`config.mk`:
```
export PLATFORM = sky130hd
export DESIGN_NAME = totp_code_generator_flat
export DESIGN_NICKNAME = d
export VERILOG_FILES = /design/src/rtl/core/totp_pkg.sv /design/src/rtl/core/totp_if.sv /design/src/rtl/core/totp_code_generator.sv /design/src/rtl/core/totp_div.sv /design/src/rtl/core/totp_sha1.sv /design/src/flat_wrapper.sv
export SDC_FILE = /design/constraint.sdc
export NUM_CORES = 2
export LEC_CHECK = 0
export BUFFER_PORTS_ARGS = -buffer_cell sky130_fd_sc_hd__buf_2
export CAP_MARGIN = 40
export CORE_MARGIN = 10
export CORE_UTILIZATION = 45
export CTS_BUF_LIST = sky130_fd_sc_hd__clkbuf_4 sky130_fd_sc_hd__clkbuf_8
export DETAILED_ROUTE_END_ITERATION = 10
export PLACE_DENSITY = 0.62
export SLEW_MARGIN = 20
export SYNTH_ARGS = -nofsm -noshare
export SYNTH_HDL_FRONTEND = slang
export SYNTH_SLANG_ARGS = --single-unit
```
`constraint.sdc`:
```
create_clock -name clk -period 43.5 [get_ports clk]
set_input_delay 2.175 -clock clk [delete_from_list [all_inputs] [get_ports clk]]
set_output_delay 2.175 -clock clk [all_outputs]
set_load 0.005 [all_outputs]
```
`src/rtl/core/totp_pkg.sv`:
```
package totp_pkg;

	localparam int KEY_BYTES_DEF = 64;
	localparam int HMAC_BLOCK = 64;

	localparam logic OP_LOAD    = 1'b0;
	localparam logic OP_COMPUTE = 1'b1;

	localparam logic [1:0] ST_OK       = 2'd0;
	localparam logic [1:0] ST_ZERO_STEP = 2'd1;
	localparam logic [1:0] ST_ZERO_MOD = 2'd2;
	localparam logic [1:0] ST_KEY_LONG = 2'd3;

	localparam logic REG_TIME_STEP = 1'b0;
	localparam logic REG_CODE_MOD  = 1'b1;

	localparam logic [7:0]  TIME_STEP_RST = 8'd30;
	localparam logic [31:0] CODE_MOD_RST  = 32'd1000000;

	localparam logic [7:0] IPAD = 8'h36;
	localparam logic [7:0] OPAD = 8'h5C;
	localparam logic [3:0] OFF_MASK = 4'hF;
	localparam logic [7:0] TOP_MASK = 8'h7F;

	localparam logic [159:0] SHA1_IV =
		160'h67452301_EFCDAB89_98BADCFE_10325476_C3D2E1F0;

	typedef enum logic [2:0] {
		FSM_IDLE,
		FSM_DIV1,
		FSM_KEY,
		FSM_SHA_GO,
		FSM_SHA_WAIT,
		FSM_DIV2,
		FSM_OUT
	} fsm_t;

	function automatic logic [31:0] sha1_k(input logic [6:0] rnd);
		logic [31:0] k;
		if (rnd < 7'd20) begin
			k = 32'h5A827999;
		end else if (rnd < 7'd40) begin
			k = 32'h6ED9EBA1;
		end else if (rnd < 7'd60) begin
			k = 32'h8F1BBCDC;
		end else begin
			k = 32'hCA62C1D6;
		end
		return k;
	endfunction

endpackage

```
`src/rtl/core/totp_if.sv`:
```
interface totp_in_if;
	logic        valid;
	logic        ready;
	logic        opcode;
	logic [7:0]  key_byte;
	logic        key_last;
	logic [31:0] unix_time;

	modport source (output valid, opcode, key_byte, key_last, unix_time, input ready);
	modport sink (input valid, opcode, key_byte, key_last, unix_time, output ready);
endinterface

interface totp_out_if;
	logic        valid;
	logic        ready;
	logic [31:0] otp_value;
	logic [1:0]  status;

	modport source (output valid, otp_value, status, input ready);
	modport sink (input valid, otp_value, status, output ready);
endinterface

```
`src/rtl/core/totp_code_generator.sv`:
```
// TOTP code generator, HMAC-SHA1 with dynamic truncation.
// in_ch carries transactions: opcode load stores key_byte in the key store
// (key_last closes the key, the next load starts a new one); opcode compute
// takes unix_time and yields one transaction on out_ch with otp_value and
// status. Loads yield nothing.
// Registers on the APB port: time_step at 0x0, code_modulus at 0x4.
// A compute runs a 32-step divide for the counter, a sweep reading the
// key store, four SHA-1 compressions of 80 rounds through one round unit,
// a 32-step divide for the modulus and a load of the result into the
// output register. With an error status the compute skips these and goes
// from the idle state straight to the output state.
// in_ch.ready is low while a compute runs. The result sits in an output
// register; a stalled receiver holds it there while loads keep going, and
// a following compute waits at its end until the register is free.
// Reset (arst_n low) empties the key, restores the register defaults and
// drops any pending result. The key store has no reset.
module totp_code_generator #(
	parameter int KEY_BYTES = totp_pkg::KEY_BYTES_DEF
) (
	input  logic        clk,
	input  logic        arst_n,
	totp_in_if.sink     in_ch,
	totp_out_if.source  out_ch,
	input  logic        psel,
	input  logic        penable,
	input  logic        pwrite,
	input  logic [2:0]  paddr,
	input  logic [31:0] pwdata,
	output logic [31:0] prdata,
	output logic        pready
);

	localparam int AW = $clog2(KEY_BYTES);
	localparam int CW = $clog2(KEY_BYTES + 1);

	logic [7:0]   key_mem [KEY_BYTES];
	logic [7:0]   rd_data_q;

	logic [7:0]   time_step_q;
	logic [31:0]  code_mod_q;
	logic [CW-1:0] key_count_q;
	logic         key_ovf_q;
	logic         restart_q;

	totp_pkg::fsm_t state_q, state_d;

	logic [31:0]  utime_q;
	logic [31:0]  counter_q;
	logic [511:0] key_blk_q;
	logic [159:0] h_q;
	logic [159:0] inner_q;
	logic [1:0]   phase_q;
	logic [6:0]   rd_idx_q;
	logic         rd_v_s1;
	logic         rd_use_s1;
	logic [1:0]   status_q;

	logic         out_valid_q;
	logic [31:0]  otp_q;
	logic [1:0]   ostat_q;

	logic         in_acc;
	logic         load_acc;
	logic         comp_acc;
	logic [CW-1:0] cnt_base;
	logic         wr_en;
	logic [1:0]   err_status;

	logic         div_start;
	logic [31:0]  div_num, div_den, div_quo, div_rem;
	logic         div_busy, div_done;

	logic         sha_start;
	logic [511:0] sha_blk;
	logic [159:0] sha_hin, sha_hout;
	logic         sha_done;

	logic [159:0] dig_sh;
	logic [31:0]  trunc;
	logic         out_load;

	assign pready = 1'b1;
	assign prdata = (paddr[2] == totp_pkg::REG_CODE_MOD) ? code_mod_q : {24'd0, time_step_q};

	always_ff @(posedge clk or negedge arst_n) begin
		if (!arst_n) begin
			time_step_q <= totp_pkg::TIME_STEP_RST;
			code_mod_q  <= totp_pkg::CODE_MOD_RST;
		end else if (psel && penable && pwrite) begin
			if (paddr[2] == totp_pkg::REG_TIME_STEP) begin
				time_step_q <= pwdata[7:0];
			end else begin
				code_mod_q <= pwdata;
			end
		end
	end

	assign in_ch.ready = (state_q == totp_pkg::FSM_IDLE);
	assign in_acc   = in_ch.valid && in_ch.ready;
	assign load_acc = in_acc && (in_ch.opcode == totp_pkg::OP_LOAD);
	assign comp_acc = in_acc && (in_ch.opcode == totp_pkg::OP_COMPUTE);
	assign cnt_base = restart_q ? '0 : key_count_q;
	assign wr_en    = load_acc && (cnt_base < CW'(KEY_BYTES));

	always_comb begin
		if (time_step_q == 8'd0) begin
			err_status = totp_pkg::ST_ZERO_STEP;
		end else if (code_mod_q == 32'd0) begin
			err_status = totp_pkg::ST_ZERO_MOD;
		end else if (key_ovf_q) begin
			err_status = totp_pkg::ST_KEY_LONG;
		end else begin
			err_status = totp_pkg::ST_OK;
		end
	end

	// key store: one write port for loads, one registered read for the sweep
	always_ff @(posedge clk) begin
		if (wr_en) begin
			key_mem[cnt_base[AW-1:0]] <= in_ch.key_byte;
		end
		rd_data_q <= key_mem[rd_idx_q[AW-1:0]];
	end

	always_ff @(posedge clk or negedge arst_n) begin
		if (!arst_n) begin
			key_count_q <= '0;
			key_ovf_q   <= 1'b0;
			restart_q   <= 1'b1;
		end else if (load_acc) begin
			restart_q <= in_ch.key_last;
			if (wr_en) begin
				key_count_q <= cnt_base + CW'(1);
				key_ovf_q   <= restart_q ? 1'b0 : key_ovf_q;
			end else begin
				key_count_q <= cnt_base;
				key_ovf_q   <= 1'b1;
			end
		end
	end

	totp_div u_div (
		.clk    (clk),
		.arst_n (arst_n),
		.start  (div_start),
		.num    (div_num),
		.den    (div_den),
		.busy   (div_busy),
		.done   (div_done),
		.quo    (div_quo),
		.rem    (div_rem)
	);

	totp_sha1 u_sha1 (
		.clk    (clk),
		.arst_n (arst_n),
		.start  (sha_start),
		.blk    (sha_blk),
		.h_in   (sha_hin),
		.done   (sha_done),
		.h_out  (sha_hout)
	);

	assign dig_sh = h_q << {h_q[3:0] & totp_pkg::OFF_MASK, 3'b000};
	assign trunc  = {dig_sh[159:152] & totp_pkg::TOP_MASK, dig_sh[151:128]};

	always_comb begin
		case (phase_q)
			2'd0: begin
				sha_blk = key_blk_q ^ {64{totp_pkg::IPAD}};
				sha_hin = totp_pkg::SHA1_IV;
			end
			2'd1: begin
				sha_blk = {32'd0, counter_q, 32'h8000_0000, 384'd0, 32'h0000_0240};
				sha_hin = h_q;
			end
			2'd2: begin
				sha_blk = key_blk_q ^ {64{totp_pkg::OPAD}};
				sha_hin = totp_pkg::SHA1_IV;
			end
			default: begin
				sha_blk = {inner_q, 32'h8000_0000, 288'd0, 32'h0000_02A0};
				sha_hin = h_q;
			end
		endcase
	end

	always_comb begin
		state_d   = state_q;
		div_start = 1'b0;
		div_num   = utime_q;
		div_den   = {24'd0, time_step_q};
		sha_start = 1'b0;
		out_load  = 1'b0;
		case (state_q)
			totp_pkg::FSM_IDLE: begin
				if (comp_acc) begin
					state_d = (err_status == totp_pkg::ST_OK) ? totp_pkg::FSM_DIV1
						: totp_pkg::FSM_OUT;
				end
			end
			totp_pkg::FSM_DIV1: begin
				div_start = !div_busy && !div_done;
				if (div_done) begin
					state_d = totp_pkg::FSM_KEY;
				end
			end
			totp_pkg::FSM_KEY: begin
				if (rd_idx_q == 7'(totp_pkg::HMAC_BLOCK) && rd_v_s1) begin
					state_d = totp_pkg::FSM_SHA_GO;
				end
			end
			totp_pkg::FSM_SHA_GO: begin
				sha_start = 1'b1;
				state_d   = totp_pkg::FSM_SHA_WAIT;
			end
			totp_pkg::FSM_SHA_WAIT: begin
				if (sha_done) begin
					state_d = (phase_q == 2'd3) ? totp_pkg::FSM_DIV2 : totp_pkg::FSM_SHA_GO;
				end
			end
			totp_pkg::FSM_DIV2: begin
				div_num   = trunc;
				div_den   = code_mod_q;
				div_start = !div_busy && !div_done;
				if (div_done) begin
					state_d = totp_pkg::FSM_OUT;
				end
			end
			totp_pkg::FSM_OUT: begin
				if (!out_valid_q) begin
					out_load = 1'b1;
					state_d  = totp_pkg::FSM_IDLE;
				end
			end
			default: state_d = totp_pkg::FSM_IDLE;
		endcase
	end

	always_ff @(posedge clk or negedge arst_n) begin
		if (!arst_n) begin
			state_q <= totp_pkg::FSM_IDLE;
			phase_q <= '0;
			rd_idx_q <= '0;
			rd_v_s1  <= 1'b0;
		end else begin
			state_q <= state_d;
			rd_v_s1 <= (state_q == totp_pkg::FSM_KEY) && (rd_idx_q < 7'(totp_pkg::HMAC_BLOCK));
			if (state_q == totp_pkg::FSM_IDLE) begin
				phase_q  <= '0;
				rd_idx_q <= '0;
			end else if (state_q == totp_pkg::FSM_KEY) begin
				if (rd_idx_q < 7'(totp_pkg::HMAC_BLOCK)) begin
					rd_idx_q <= rd_idx_q + 7'd1;
				end
			end else if (state_q == totp_pkg::FSM_SHA_WAIT && sha_done) begin
				phase_q <= phase_q + 2'd1;
			end
		end
	end

	always_ff @(posedge clk) begin
		if (comp_acc) begin
			utime_q  <= in_ch.unix_time;
			status_q <= err_status;
		end
		if (state_q == totp_pkg::FSM_DIV1 && div_done) begin
			counter_q <= div_quo;
		end
		rd_use_s1 <= 7'(key_count_q) > rd_idx_q;
		if (rd_v_s1) begin
			key_blk_q <= {key_blk_q[503:0], rd_use_s1 ? rd_data_q : 8'd0};
		end
		if (state_q == totp_pkg::FSM_SHA_WAIT && sha_done) begin
			if (phase_q == 2'd1) begin
				inner_q <= sha_hout;
			end else begin
				h_q <= sha_hout;
			end
		end
		if (out_load) begin
			otp_q   <= (status_q == totp_pkg::ST_OK) ? div_rem : 32'd0;
			ostat_q <= status_q;
		end
	end

	always_ff @(posedge clk or negedge arst_n) begin
		if (!arst_n) begin
			out_valid_q <= 1'b0;
		end else if (out_load) begin
			out_valid_q <= 1'b1;
		end else if (out_ch.ready) begin
			out_valid_q <= 1'b0;
		end
	end

	assign out_ch.valid     = out_valid_q;
	assign out_ch.otp_value = otp_q;
	assign out_ch.status    = ostat_q;

	a_ready_div_idle: assert property (@(posedge clk) disable iff (!arst_n)
		in_ch.ready |-> !div_busy)
		else $error("input taken while divider busy");

	a_count_bound: assert property (@(posedge clk) disable iff (!arst_n)
		key_count_q <= CW'(KEY_BYTES))
		else $error("key count beyond store depth");

	a_err_zero: assert property (@(posedge clk) disable iff (!arst_n)
		out_valid_q && (ostat_q != totp_pkg::ST_OK) |-> otp_q == 32'd0)
		else $error("error result with nonzero code");

	a_out_hold: assert property (@(posedge clk) disable iff (!arst_n)
		out_valid_q && !out_ch.ready |=> out_valid_q && $stable(otp_q))
		else $error("pending result overwritten");

endmodule

```
`src/rtl/core/totp_div.sv`:
```
module totp_div (
	input  logic        clk,
	input  logic        arst_n,
	input  logic        start,
	input  logic [31:0] num,
	input  logic [31:0] den,
	output logic        busy,
	output logic        done,
	output logic [31:0] quo,
	output logic [31:0] rem
);

	logic [31:0] rem_q;
	logic [31:0] quo_q;
	logic [31:0] den_q;
	logic [4:0]  cnt_q;
	logic        busy_q;
	logic        done_q;
	logic [32:0] trial;
	logic [32:0] diff;

	assign trial = {rem_q, quo_q[31]};
	assign diff  = trial - {1'b0, den_q};

	always_ff @(posedge clk or negedge arst_n) begin
		if (!arst_n) begin
			busy_q <= 1'b0;
			done_q <= 1'b0;
			cnt_q  <= '0;
		end else begin
			done_q <= 1'b0;
			if (start) begin
				busy_q <= 1'b1;
				cnt_q  <= '0;
			end else if (busy_q) begin
				cnt_q <= cnt_q + 5'd1;
				if (cnt_q == 5'd31) begin
					busy_q <= 1'b0;
					done_q <= 1'b1;
				end
			end
		end
	end

	always_ff @(posedge clk) begin
		if (start) begin
			rem_q <= '0;
			quo_q <= num;
			den_q <= den;
		end else if (busy_q) begin
			if (!diff[32]) begin
				rem_q <= diff[31:0];
				quo_q <= {quo_q[30:0], 1'b1};
			end else begin
				rem_q <= trial[31:0];
				quo_q <= {quo_q[30:0], 1'b0};
			end
		end
	end

	assign busy = busy_q;
	assign done = done_q;
	assign quo  = quo_q;
	assign rem  = rem_q;

endmodule

```
`src/rtl/core/totp_sha1.sv`:
```
module totp_sha1 (
	input  logic         clk,
	input  logic         arst_n,
	input  logic         start,
	input  logic [511:0] blk,
	input  logic [159:0] h_in,
	output logic         done,
	output logic [159:0] h_out
);

	logic [31:0]  w_q [16];
	logic [31:0]  a_q, b_q, c_q, d_q, e_q;
	logic [159:0] h_q;
	logic [6:0]   rnd_q;
	logic         busy_q;
	logic         done_q;
	logic [31:0]  f;
	logic [31:0]  t;
	logic [31:0]  w_new;

	always_comb begin
		if (rnd_q < 7'd20) begin
			f = (b_q & c_q) | (~b_q & d_q);
		end else if (rnd_q < 7'd40) begin
			f = b_q ^ c_q ^ d_q;
		end else if (rnd_q < 7'd60) begin
			f = (b_q & c_q) | (b_q & d_q) | (c_q & d_q);
		end else begin
			f = b_q ^ c_q ^ d_q;
		end
		t = {a_q[26:0], a_q[31:27]} + f + e_q + totp_pkg::sha1_k(rnd_q) + w_q[0];
		w_new = w_q[13] ^ w_q[8] ^ w_q[2] ^ w_q[0];
		w_new = {w_new[30:0], w_new[31]};
	end

	always_ff @(posedge clk or negedge arst_n) begin
		if (!arst_n) begin
			busy_q <= 1'b0;
			done_q <= 1'b0;
			rnd_q  <= '0;
		end else begin
			done_q <= 1'b0;
			if (start) begin
				busy_q <= 1'b1;
				rnd_q  <= '0;
			end else if (busy_q) begin
				rnd_q <= rnd_q + 7'd1;
				if (rnd_q == 7'd79) begin
					busy_q <= 1'b0;
					done_q <= 1'b1;
				end
			end
		end
	end

	always_ff @(posedge clk) begin
		if (start) begin
			for (int i = 0; i < 16; i++) begin
				w_q[i] <= blk[511 - 32*i -: 32];
			end
			h_q <= h_in;
			a_q <= h_in[159:128];
			b_q <= h_in[127:96];
			c_q <= h_in[95:64];
			d_q <= h_in[63:32];
			e_q <= h_in[31:0];
		end else if (busy_q) begin
			for (int i = 0; i < 15; i++) begin
				w_q[i] <= w_q[i+1];
			end
			w_q[15] <= w_new;
			a_q <= t;
			b_q <= a_q;
			c_q <= {b_q[1:0], b_q[31:2]};
			d_q <= c_q;
			e_q <= d_q;
		end
	end

	assign done  = done_q;
	assign h_out = {h_q[159:128] + a_q, h_q[127:96] + b_q, h_q[95:64] + c_q,
		h_q[63:32] + d_q, h_q[31:0] + e_q};

endmodule

```
`src/flat_wrapper.sv`:
```
// flat-port wrapper written by rule: the top's interface ports become plain ports
module totp_code_generator_flat 
#(
	parameter int KEY_BYTES = totp_pkg::KEY_BYTES_DEF
)
  (clk, arst_n, psel, penable, pwrite, paddr, pwdata, prdata, pready, in_ch_valid, in_ch_opcode, in_ch_key_byte, in_ch_key_last, in_ch_unix_time, in_ch_ready, out_ch_valid, out_ch_otp_value, out_ch_status, out_ch_ready);
  totp_in_if in_ch_i ();
  totp_out_if out_ch_i ();
  input  logic clk;
  input  logic arst_n;
  input  logic psel;
  input  logic penable;
  input  logic pwrite;
  input  logic [2:0] paddr;
  input  logic [31:0] pwdata;
  output logic [31:0] prdata;
  output logic pready;
  input wire logic [$bits(in_ch_i.valid)-1:0] in_ch_valid;
  input wire logic [$bits(in_ch_i.opcode)-1:0] in_ch_opcode;
  input wire logic [$bits(in_ch_i.key_byte)-1:0] in_ch_key_byte;
  input wire logic [$bits(in_ch_i.key_last)-1:0] in_ch_key_last;
  input wire logic [$bits(in_ch_i.unix_time)-1:0] in_ch_unix_time;
  output wire logic [$bits(in_ch_i.ready)-1:0] in_ch_ready;
  output wire logic [$bits(out_ch_i.valid)-1:0] out_ch_valid;
  output wire logic [$bits(out_ch_i.otp_value)-1:0] out_ch_otp_value;
  output wire logic [$bits(out_ch_i.status)-1:0] out_ch_status;
  input wire logic [$bits(out_ch_i.ready)-1:0] out_ch_ready;
  assign in_ch_i.valid = in_ch_valid;
  assign in_ch_i.opcode = in_ch_opcode;
  assign in_ch_i.key_byte = in_ch_key_byte;
  assign in_ch_i.key_last = in_ch_key_last;
  assign in_ch_i.unix_time = in_ch_unix_time;
  assign in_ch_ready = in_ch_i.ready;
  assign out_ch_valid = out_ch_i.valid;
  assign out_ch_otp_value = out_ch_i.otp_value;
  assign out_ch_status = out_ch_i.status;
  assign out_ch_i.ready = out_ch_ready;
  totp_code_generator #(.KEY_BYTES(KEY_BYTES)) u_core (.clk(clk), .arst_n(arst_n), .in_ch(in_ch_i), .out_ch(out_ch_i), .psel(psel), .penable(penable), .pwrite(pwrite), .paddr(paddr), .pwdata(pwdata), .prdata(prdata), .pready(pready));
endmodule
```
* Word level (Yosys, flattened, before mapping)
Memories as Yosys holds them, arrays and structs flattened. A register that Yosys moved wholly into a read port is not among the register bits.
Cells that the tools add are included.
** Operators by class
- Add/sub/neg operators :: 15
- Magnitude comparators :: 6
- Muxes and demuxes :: 92
- Reduce and logical (&&, ||, !) cells :: 35
- Eq/ne operators :: 20
- Bitwise gates (word level) :: 34
- Shifts and indexed selects :: 1
** Operator list (count)
- $pmux 512 s3 :: 1
- $mux 32 :: 36
- $not 256->256 :: 2
- $add 32x32->32 :: 9
- $mux 160 :: 1
- $shl 160x7->159 :: 1
- $xor 32x32->32 :: 5
- $and 32x32->32 :: 4
- $or 32x32->32 :: 3
- $mux 7 :: 7
- $sub 33x32->33 :: 1
- $logic_not 32->1 :: 1
- $not 32->32 :: 1
- $mux 31 :: 1
- $mux 1 :: 28
- $mux 3 :: 8
- $add 7x1->7 const B :: 3
- $pmux 3 s7 :: 1
- $or 1x1->1 :: 16
- $eq 7x7->1 const B :: 2
- $lt 7x6->1 const B :: 2
- $lt 7x7->1 const B :: 2
- $reduce_and 2->1 :: 7
- $mux 2 :: 6
- 23 further kinds :: 55
** Storage, ports and cells
- Bits in registers :: 1428
- Logic and storage cells :: 241
- Output and inout bits :: 69
- Memory bits (writable) :: 1024
- Input bits :: 84
- Memories kept :: 2
** Memories
- u_core.key_mem :: words 64, width 8, rd ports 1, clocked after Yosys merged registers in 1, write ports 1, RTL line totp_code_generator.sv:36 : logic [7:0] key_mem [KEY_BYTES];
- u_core.u_sha1.w_q :: words 16, width 32, rd ports 16, clocked after Yosys merged registers in 0, write ports 16, RTL line totp_sha1.sv:11 : logic [31:0] w_q [16];

* Longest topological paths before layout
- Depth in word-level cells :: 12
- Depth in mapped cells :: 24
- Gate-level depth less buffers :: 22

* Modules after synthesis
From an unflattened synthesis, not the netlist that was laid out.
** Second synthesis, totals
- Cell total of the unflattened synthesis :: 7867
- Area, all modules :: 115943.7 µm²
** Modules (own cells, without submodules)
- totp_code_generator :: area each 63093.0 µm², seq. area each 45133.3 µm², cells an instance 3817, instances 1
- totp_sha1 :: area each 47045.1 µm², seq. area each 25209.2 µm², cells an instance 3528, instances 1
- totp_div :: area each 5805.6 µm², seq. area each 2737.6 µm², cells an instance 522, instances 1

* Worst setup path after synthesis
No wires, ideal clock.
- Path type :: register to register
- From :: register u_core.state_q[2]
- To :: register u_core.h_q[0] (enable)
- Required time :: 42373 ps
- Buffers on the path :: 2
- Data arrival time :: 17398 ps
- Clock period less this slack :: 18525 ps
- Setup slack :: 24975 ps
- Cell stages (with the launch flop) :: 5
- Library setup time :: 1127 ps
- Cell sequence :: dfrtp_1 -> clkbuf_1 -> nor2b_1 -> clkbuf_1 -> nor4b_1
** Between the ends
- Longest elaborated chain between the ends :: 3
** RTL lines
- from (decl) :: RTL line totp_code_generator.sv:45 : totp_pkg::fsm_t state_q, state_d;
- from (signal assigned) :: RTL line totp_code_generator.sv:242 : state_q <= totp_pkg::FSM_IDLE;
- from (signal assigned) :: RTL line totp_code_generator.sv:247 : state_q <= state_d;
- $eq 3x3->1 :: RTL line totp_code_generator.sv:274 : if (state_q == totp_pkg::FSM_SHA_WAIT && sha_done) begin
- $logic_and 1x1->1 :: RTL line totp_code_generator.sv:274
- $reduce_and 2->1 (no source line)
- to (signal assigned) :: RTL line totp_code_generator.sv:278 : h_q <= sha_hout;
- to (decl) :: RTL line totp_code_generator.sv:50 : logic [159:0] h_q;
No other way between the ends.
A chain may end at the register's enable or synchronous reset.

* Worst setup path after layout
- From :: register u_core.u_sha1.rnd_q[5]
- To :: register u_core.u_sha1.a_q[29] (data pin)
** Between the ends
- Longest elaborated chain between the ends :: 10
- Elaborated cells on any way between the ends :: 15
- Classes of those cells :: add/sub: 4; order compare: 3; mux: 8
** RTL lines
- from (decl) :: RTL line totp_sha1.sv:14 : logic [6:0] rnd_q;
- from (signal assigned) :: RTL line totp_sha1.sv:47 : rnd_q <= rnd_q + 7'd1;
- $lt 7x6->1 :: RTL line totp_pkg.sv:44, totp_sha1.sv:26
- $mux 32 :: RTL line totp_sha1.sv:26 : end else if (rnd_q < 7'd60) begin
- $mux 32 :: RTL line totp_sha1.sv:24 : end else if (rnd_q < 7'd40) begin
- $mux 32 :: RTL line totp_sha1.sv:22 : if (rnd_q < 7'd20) begin
- $add 32x32->32 (2 in a row) :: RTL line totp_sha1.sv:31 : t = {a_q[26:0], a_q[31:27]} + f + e_q + totp_pkg::sha1_k(rnd_q) + w_q[0];
- $add 32x32->32 (*) (2 in a row) :: RTL line totp_sha1.sv:31
- $mux 32 (*) :: RTL line totp_sha1.sv:67 : end else if (busy_q) begin
- $mux 32 (*) :: RTL line totp_sha1.sv:57 : if (start) begin
- to (signal assigned) :: RTL line totp_sha1.sv:62 : a_q <= h_in[159:128];
- to (signal assigned) :: RTL line totp_sha1.sv:72 : a_q <= t;
- to (decl) :: RTL line totp_sha1.sv:12 : logic [31:0] a_q, b_q, c_q, d_q, e_q;
Every way passes the cells marked *; elsewhere a longest branch is shown, timed or not. The select of a mux whose other input is x is not followed.

==> flow_summary.ini <==
[run_status]
outcome = finished clean

[die]
num_io_pins = 153
fp.dieH_um = 522
std_cell_rows = 184
initial_core_util_pct = 45.1
die_area_sq_um = 272000
core-area_sq_um = 251000
die_w_um = 522

[grt]
grt_max_degree = 165
grt_first_pass_wirelength_um = 489000
grt_overflow = 0
antenna_found_initial = 37
grt_pass1_vias = 68883
grt_util_all_layers_pct = 24.4

[routing]
drc = 0
drt-pass1-iter-count = 6
via_count = 70846
routed_via_density = 5.86
ant_nets = 0
drt_iter0_drc = 8480
wl_um = 342000
wl_per_cell_um = 28.3

[power]
power_density_nw_per_um2 = 37.7
p_leak_nw = 46.0
ir_drop_mv = 0.0300

[synthesis]
yosys.area.top_type_share_pct = 62.0
ys_ff_latch = 2460
ys_seq_area_share_pct = 64.5
synthArstFlopShare_pct = 3.21
synth-edff-count = 2340
synthesis.area_sq_um = 113000
synthTopCellsByArea = edfxtp_1 (62%), mux4_2 (4.8%), mux2i_1 (3.1%)
yosysWarnings = 0
synth.distinct_cells = 100
syn_area_per_cell_sq_um = 14.1
syn_nets = 8513
netlist_instances = 8061
synth_largest_area_cell = edfxtp_1
ys.flop_type = edfxtp_1

[timing]
tightest_slew_ps = 1030
maxClockFrequency_mhz = 133
period_share_pct = 17.3
rsz0062_at_grt = no
final-setup-viol-count = 0
setup_ws_ps = 35990
fin_worst_skew_ps = 157
finalSetupTns_ps = 0
finalCriticalPeriod_ps = 7510
slew_headroom_pct = 31.1
drv_slew = 0
whs_ps = 384
hold_viol_final = 0

[cts]
cts_htree_levels = 5
clock_path_buffers = 4
cts_buffers = 417
cts_resized = 0
clockRootBuffer = clkbuf_8
cts_setup_buffers = 0
numClockSinks = 2460
cts_tree = yes
clk_latency_ps = 1120
hold_buffers = 0
cts.clk_slew.worst_paths_ps = 70

[finish]
drive_gt1_share_pct = 17.6
layout_commonest_cell = edfxtp_1
postLayoutCoreUtil_pct = 50.5
fin_nets = 8839
final_cell_mix = edfxtp_1 (2340), nand2_1 (803), o21ai_0 (599), nor2_1 (460), clkbuf_8 (427)
stdcell_count = 12090
area_growth_pct = 11.9

[critical_path]
crit_type = flip-flop to flip-flop
cpPeakStageDelay_ps = 930
start_kind = flip-flop
worstPathArrival_ps = 8280
path_common_cell = fa_1
critPathCaptureType = flip-flop
slowest_stage = a222oi_1
rrSetupSlack_ps = 35990
path_max_fanout = 17
required_ps = 44270
path_cells = a41oi_1 -> buf_4 -> nand2_1 -> buf_4 -> clkinv_1 -> a222oi_1 -> fa_1 -> fa_1 -> inv_1 -> ha_1 -> inv_1 -> fa_1 -> nor2b_2 -> o31a_1 -> o2111ai_1 -> a31o_2 -> a211oi_2 -> o21ai_0 -> o21ai_0 -> o22ai_1 -> xor2_1 -> a21oi_1

[placed_design]
hpwl_um = 241000
portBuffers = 149
place_inst = 11288
dp_slack_ps = 36170
finalWeightedCongestion = 0.966

[run]
cap_violations = 0

[hold_path]
hold_path_class = flip-flop to flip-flop
-- synthesized netlist by cell type (106+ instances only) --
cell type,n
mux2i_1,352
a21oi_1,390
clkbuf_1,352
edfxtp_1,2340
and2_1,153
mux2_2,217
ha_1,242
nor2_1,464
nand2_1,804
o21ai_0,599
mux4_2,243
fa_1,126
inv_1,286
a21o_1,106
xnor2_1,201
-- sequential cells by signal, summed over array words and instances (netlist names), 160 cells and up --
name / count
u_core.u_sha1.w_q: 512
u_core.u_sha1.h_q: 160
u_core.key_mem: 512
u_core.key_blk_q: 512
u_core.h_q: 160
u_core.inner_q: 160
-- where the power goes --
group	leakage, nW	switching (mW)	internal [mW]	total (mW)
combinational	19.3	0.0743	0.0622	0.137
sequential	22.5	0.0279	2.59	2.62
clock	4.25	0.951	1.07	2.02
-- logic make-up after synthesis --
logic type | Yosys count | synth area share (%)
xor gates and xnor gates | 284 | 2.20
AOI/OAI and AO/OA | 1566 | 8.44
adders and majority gates | 369 | 4.91
muxes | 812 | 10.1
DFF | 2460 | 64.5
buffers and inverters | 722 | 2.47
and+or+nand+nor | 1847 | 7.37
other | 1 | 0.00331
-- path summary, 6_finish.rpt --
kind                                   startpoint  cells after the start                    end
max in group asynchronous                  arst_n                      2         u_core.rd_v_s1
hold reg to reg              u_core.key_blk_q[42]                      0   u_core.key_blk_q[50]
setup reg to reg           u_core.u_sha1.rnd_q[5]                     22  u_core.u_sha1.a_q[29]
hold / removal               u_core.key_blk_q[42]                      0   u_core.key_blk_q[50]
min in group asynchronous                  arst_n                      1  u_core.code_mod_q[13]
setup / recovery           u_core.u_sha1.rnd_q[5]                     22  u_core.u_sha1.a_q[29]
-- final cells by class --
class / instances / area [sq um]
flip-flops and latches: 2460 / 73100
clock buffers: 560 / 6880
multi-input cells: 4879 / 37500
inverters: 291 / 1110
diodes: 21 / 52.6
repair buffers: 338 / 2840
clock inverters: 193 / 1100
well taps: 3348 / 4190
fillers: 21493 / 124000
-- critical path, delay by kind of cell (launching register included) --
kind,cells,cell delay [ps]
AOI/OAI and AO/OA,10,3110
adders and majority gates,4,1650
buffers and inverters,5,1430
DFF,1,520
and+or+nand+nor,2,220
xor gates and xnor gates,1,180
-- stage by stage --
stage	cell area, sq um	total power, mW
after floorplan	113000	2.75
after global placement	118000	2.80
after detailed placement	118000	2.80
after CTS	126000	4.81
after global routing	127000	4.94
final	127000	4.78
-- layer usage --
metal	vias to the layer above	share of wire, %	GRT usage [%]
li1	30971	-	-
met1	36176	42	34.1
met2	3057	45	36.9
met3	632	8.2	4.79
met4	10	5.5	11.5
met5	-	0.019	0
Note: power is estimated with default switching activity, not from simulation.
